===== config.mk =====
export PLATFORM = sky130hd
export DESIGN_NAME = bqdf1_apb_regs
export DESIGN_NICKNAME = d
export VERILOG_FILES = /design/src/sv/bqdf1_pkg.sv /design/src/sv/bqdf1_apb_regs.sv
export SDC_FILE = /design/constraint.sdc
export NUM_CORES = 1
export LEC_CHECK = 0
export ABC_AREA = 1
export BUFFER_PORTS_ARGS = -buffer_cell sky130_fd_sc_hd__buf_2
export CAP_MARGIN = 20
export CORE_ASPECT_RATIO = 0.6
export CORE_MARGIN = 2
export CORE_UTILIZATION = 40
export CTS_CLUSTER_SIZE = 20
export DETAILED_ROUTE_END_ITERATION = 8
export PLACE_DENSITY = 0.68
export SYNTH_ARGS = -nofsm -noshare
export SYNTH_HDL_FRONTEND = slang
export SYNTH_SLANG_ARGS = --single-unit

===== constraint.sdc =====
create_clock -name i_clk -period 1.8 [get_ports i_clk]
set_input_delay 0.36 -clock i_clk [delete_from_list [all_inputs] [get_ports i_clk]]
set_output_delay 0.36 -clock i_clk [all_outputs]
set_load 0.01 [all_outputs]

===== src/sv/bqdf1_pkg.sv =====
`timescale 1ns / 1ps
// ----------------------------------------------------------------------------
// bqdf1_pkg
// Shared types and constants for the Direct Form I biquad lowpass core:
// coefficient format, register map, request kinds, default parameters.
// ----------------------------------------------------------------------------
package bqdf1_pkg;

    // Default parameter values
    localparam int SAMPLE_BITS_DEF    = 16;
    localparam int COEF_FRAC_BITS_DEF = 22;

    // Coefficients are signed Q2.22 words
    localparam int COEF_W = 24;

    // Configuration port geometry
    localparam int APB_DW   = 32;
    localparam int APB_AW   = 5;
    localparam int REG_IDX_W = 3;

    // Register indexes (byte address = 4 * index)
    localparam logic [REG_IDX_W-1:0] REG_B0 = 3'd0;
    localparam logic [REG_IDX_W-1:0] REG_B1 = 3'd1;
    localparam logic [REG_IDX_W-1:0] REG_B2 = 3'd2;
    localparam logic [REG_IDX_W-1:0] REG_A1 = 3'd3;
    localparam logic [REG_IDX_W-1:0] REG_A2 = 3'd4;

    // Request kinds; code 3 is unused and ignored
    localparam int REQ_W = 2;
    localparam logic [REQ_W-1:0] REQ_SAMPLE  = 2'd0;
    localparam logic [REQ_W-1:0] REQ_RESET   = 2'd1;
    localparam logic [REQ_W-1:0] REQ_PRELOAD = 2'd2;

    // Coefficient set handed from the register file to the datapath
    typedef struct packed {
        logic signed [COEF_W-1:0] b0;
        logic signed [COEF_W-1:0] b1;
        logic signed [COEF_W-1:0] b2;
        logic signed [COEF_W-1:0] a1;
        logic signed [COEF_W-1:0] a2;
    } t_coefs;

endpackage


===== src/sv/bqdf1_apb_regs.sv =====
`timescale 1ns / 1ps
// ----------------------------------------------------------------------------
// bqdf1_apb_regs
// APB-style register file holding the five filter coefficients.
// Writes land on the access phase; reads return the sign-extended value.
// ----------------------------------------------------------------------------
module bqdf1_apb_regs (
    input  logic                            i_clk,
    input  logic                            i_rst_n,
    input  logic                            psel,
    input  logic                            penable,
    input  logic                            pwrite,
    input  logic [bqdf1_pkg::APB_AW-1:0]    paddr,
    input  logic [bqdf1_pkg::APB_DW-1:0]    pwdata,
    output logic [bqdf1_pkg::APB_DW-1:0]    prdata,
    output logic                            pready,
    output bqdf1_pkg::t_coefs               o_coefs
);

    bqdf1_pkg::t_coefs                   r_coefs;
    logic [bqdf1_pkg::REG_IDX_W-1:0]     w_idx;
    logic                                w_wr;
    logic signed [bqdf1_pkg::COEF_W-1:0] w_wcoef;
    logic signed [bqdf1_pkg::COEF_W-1:0] w_rcoef;
    logic                                w_rhit;

    assign pready  = 1'b1;
    assign w_idx   = paddr[bqdf1_pkg::APB_AW-1:2];
    assign w_wr    = psel && penable && pwrite && pready;
    assign w_wcoef = pwdata[bqdf1_pkg::COEF_W-1:0];

    // Coefficient registers; unmapped indexes are dropped
    always_ff @(posedge i_clk) begin
        if (!i_rst_n) begin
            r_coefs <= '0;
        end else if (w_wr) begin
            unique case (w_idx)
                bqdf1_pkg::REG_B0: r_coefs.b0 <= w_wcoef;
                bqdf1_pkg::REG_B1: r_coefs.b1 <= w_wcoef;
                bqdf1_pkg::REG_B2: r_coefs.b2 <= w_wcoef;
                bqdf1_pkg::REG_A1: r_coefs.a1 <= w_wcoef;
                bqdf1_pkg::REG_A2: r_coefs.a2 <= w_wcoef;
                default: ;
            endcase
        end
    end

    // Read mux
    always_comb begin
        w_rcoef = '0;
        w_rhit  = 1'b1;
        unique case (w_idx)
            bqdf1_pkg::REG_B0: w_rcoef = r_coefs.b0;
            bqdf1_pkg::REG_B1: w_rcoef = r_coefs.b1;
            bqdf1_pkg::REG_B2: w_rcoef = r_coefs.b2;
            bqdf1_pkg::REG_A1: w_rcoef = r_coefs.a1;
            bqdf1_pkg::REG_A2: w_rcoef = r_coefs.a2;
            default:           w_rhit  = 1'b0;
        endcase
    end

    assign prdata  = w_rhit ? bqdf1_pkg::APB_DW'(w_rcoef) : '0;
    assign o_coefs = r_coefs;

endmodule


==> impl_metrics.py <==
metrics = {
    "status": {
        "outcome": "completed",
    },
    "logic_synthesis": {
        "synth_edf_count": 0,
        "syn_area_per_cell_um2": 6.18,
        "synth_top_area_share_pct": 40.2,
        "synth_xor_area_share_pct": 0,
        "synth_fp_nets": 1008,
        "synth_simple_gate_area_share_pct": 49.7,
        "synth_area_leaders": "dfxtp_1 40%, nor2_1 18%, nand2_1 16%",
        "synth_top_area_cell": "dfxtp_1",
        "synth.most_common_cell": "nor2_1",
        "ys_types": 17,
        "syn_area_mm2": 0.00597,
        "ys_warn_count": 0,
        "ys_seq_area_share_pct": 40.2,
        "synth_compound_area_share_pct": 0,
        "ys_async_sr_fraction_pct": 0,
        "ys.flop_type": "dfxtp_1",
        "synthMuxAreaShare_pct": 0,
        "synth_common_cells": "281 x nor2_1, 257 x nand2_1, 135 x nand3_1",
        "synth_top_family_by_area": "simple AND/OR/NAND/NOR gates",
        "syn_inst": 966,
        "yosys.area_share.adder_pct": 0,
        "ys_ff_latch": 120,
    },
    "route": {
        "final_antenna_net_count": 0,
        "num_vias": 6900,
        "drtPass1Iterations": 5,
        "wirelength_um": 23100,
        "wl_per_cell_um": 16.8,
        "drc": 0,
        "via_per_inst": 5.04,
        "initialDrtViolationCount": 695,
    },
    "grt": {
        "antenna_found_initial": 1,
        "grt_pass1_vias": 6105,
        "grt_overflow": 0,
        "grt_usage_pct": 28.8,
        "grt_max_degree": 49,
        "grt_pass1_wl_um": 34800,
    },
    "worst_setup_path": {
        "arrival_ns": 1.40,
        "endpoint": "prdata[20]",
        "worst_setup_path_end_kind": "output port",
        "startpoint_type": "input pin",
        "required_ns": 1.44,
        "r2r-start": "o_coefs[36]",
        "rrSetupSlack_ns": 1.15,
        "startpoint": "paddr[3]",
        "reg2reg_depth": 2,
        "cp_max_fo": 6,
        "crit_type": "input pin to output port",
        "reg2reg_to": "o_coefs[36]",
    },
    "finish": {
        "area_delta_synth_final_pct": 36.8,
        "fin_nets": 1201,
        "n_antenna_cell": 0,
        "drive_above_1_share_pct": 27.0,
        "fin_util_pct": 56.2,
        "final_area_mm2": 0.00817,
        "largest_register_ffs": 120,
        "stdcell_count": 1370,
    },
    "power": {
        "p_per_area_mw_per_mm2": 842,
        "p_leak_nw": 4.20,
        "power.total_mw": 6.88,
        "irDropWorstVdd_mv": 0.567,
    },
    "hold_path": {
        "worstHoldStart": "pwdata[3]",
        "hold_class": "input pin to register",
    },
    "place": {
        "gp_congestion": 0.916,
        "port_buffers": 183,
        "dp_hpwl_um": 16600,
        "dp_cells": 1330,
        "dp_worst_setup_slack_ns": -0.0816,
        "placed_cell_area_mm2": 0.00735,
    },
    "die": {
        "num_rows": 34,
        "start_util_pct": 41.1,
        "die_h_um": 98.7,
        "die_w_um": 162,
        "core_mm2": 0.0145,
        "die_area_mm2": 0.0160,
        "io_pins": 195,
    },
    "timing": {
        "clock.fmax_mhz": 568,
        "setup_ws_ns": 0.0391,
        "rsz0062_at_grt": "true",
        "hold_violations": 0,
        "period_share_pct": 97.8,
        "hold-worst-slack_ns": 0.344,
        "drv_slew": 0,
        "setup_viol_count_final": 0,
        "clock_skew_ns": 0,
        "finalSetupTns_ns": 0,
        "finalCriticalPeriod_ns": 1.76,
    },
    "clock_tree": {
        "clock_latency_ns": 0.41,
        "cts_root_buffer": "clkbuf_16",
        "clk_pin_slew_ns": 0.05,
        "postCtsHoldBufs": 0,
        "cts_tree": "yes",
        "numCtsBuffers": 17,
        "clkSinkCount": 120,
        "h-tree-depth": 4,
        "cts_buffer_depth": 2,
    },
    "run": {
        "drv_cap": 0,
    },
}
[worst min path at each step]
stage,endpoint,slack [ns],cells after the start
2_1_floorplan,o_coefs[27],0.52,2
3_3_place_gp,o_coefs[91],0.49,2
3_5_place_dp,o_coefs[56],0.49,2
4_1_cts,o_coefs[27],0.33,5
5_1_grt,o_coefs[88],0.36,3
6_report,o_coefs[27],0.34,5
[worst max-delay path, cell delays in order]
cell and delay (ns):
buf_8 0.12, inv_6 0.06, buf_4 0.11, nand3_2 0.12, buf_4 0.20, nor2_1 0.16, nor2_1 0.09, nand2_2 0.07
buf_6 0.10
[timing repair]
action                     in CTS  in global routing
buffers inserted                3                  4
setup endpoints to repair      16                 29
gates resized for setup         7                 41
gates cloned                    0                  1
hold endpoints to repair        0                  0
pin swaps                       0                  7
[final cells by class]
class	count	area [um2]
clock inverters	13	154
inverters	53	214
well taps	198	248
fillers	1459	6380
flip-flops and latches	120	2400
repair buffers	251	1660
multi-input cells	716	3050
clock buffers	19	443
[where the power goes]
part | internal (mW) | switching, mW | total, mW
Clock | 2.20 | 1.29 | 3.49
Combinational | 0.240 | 0.430 | 0.670
Sequential | 2.69 | 0.0301 | 2.72
Total | 5.13 | 1.75 | 6.88
[cell families after synthesis]
| group | count (synthesis) |
|---|---|
| buf+inv | 130 |
| flops | 120 |
| other cells | 1 |
| simple gates | 715 |
[cells in the final DEF, fill, tap and decap left out, drive strengths merged, types with 4 or more instances in the layout]
cell,instances
nand2,257
clkinvlp,4
nand4,36
buf,250
inv,53
dfxtp,120
clkbuf,20
nand3,136
clkinv,6
nor2,286
[routing by layer]
| metal | GRT usage, % | wire length [um] | up-vias |
|---|---|---|---|
| li1 | - | - | 3395 |
| met4 | 7.56 | 282 | 2 |
| met1 | 42.6 | 10600 | 3078 |
| met5 | 0 | 13 | - |
| met2 | 38.2 | 8640 | 398 |
| met3 | 11.4 | 3510 | 27 |
Note: power is estimated with default switching activity, not from simulation.
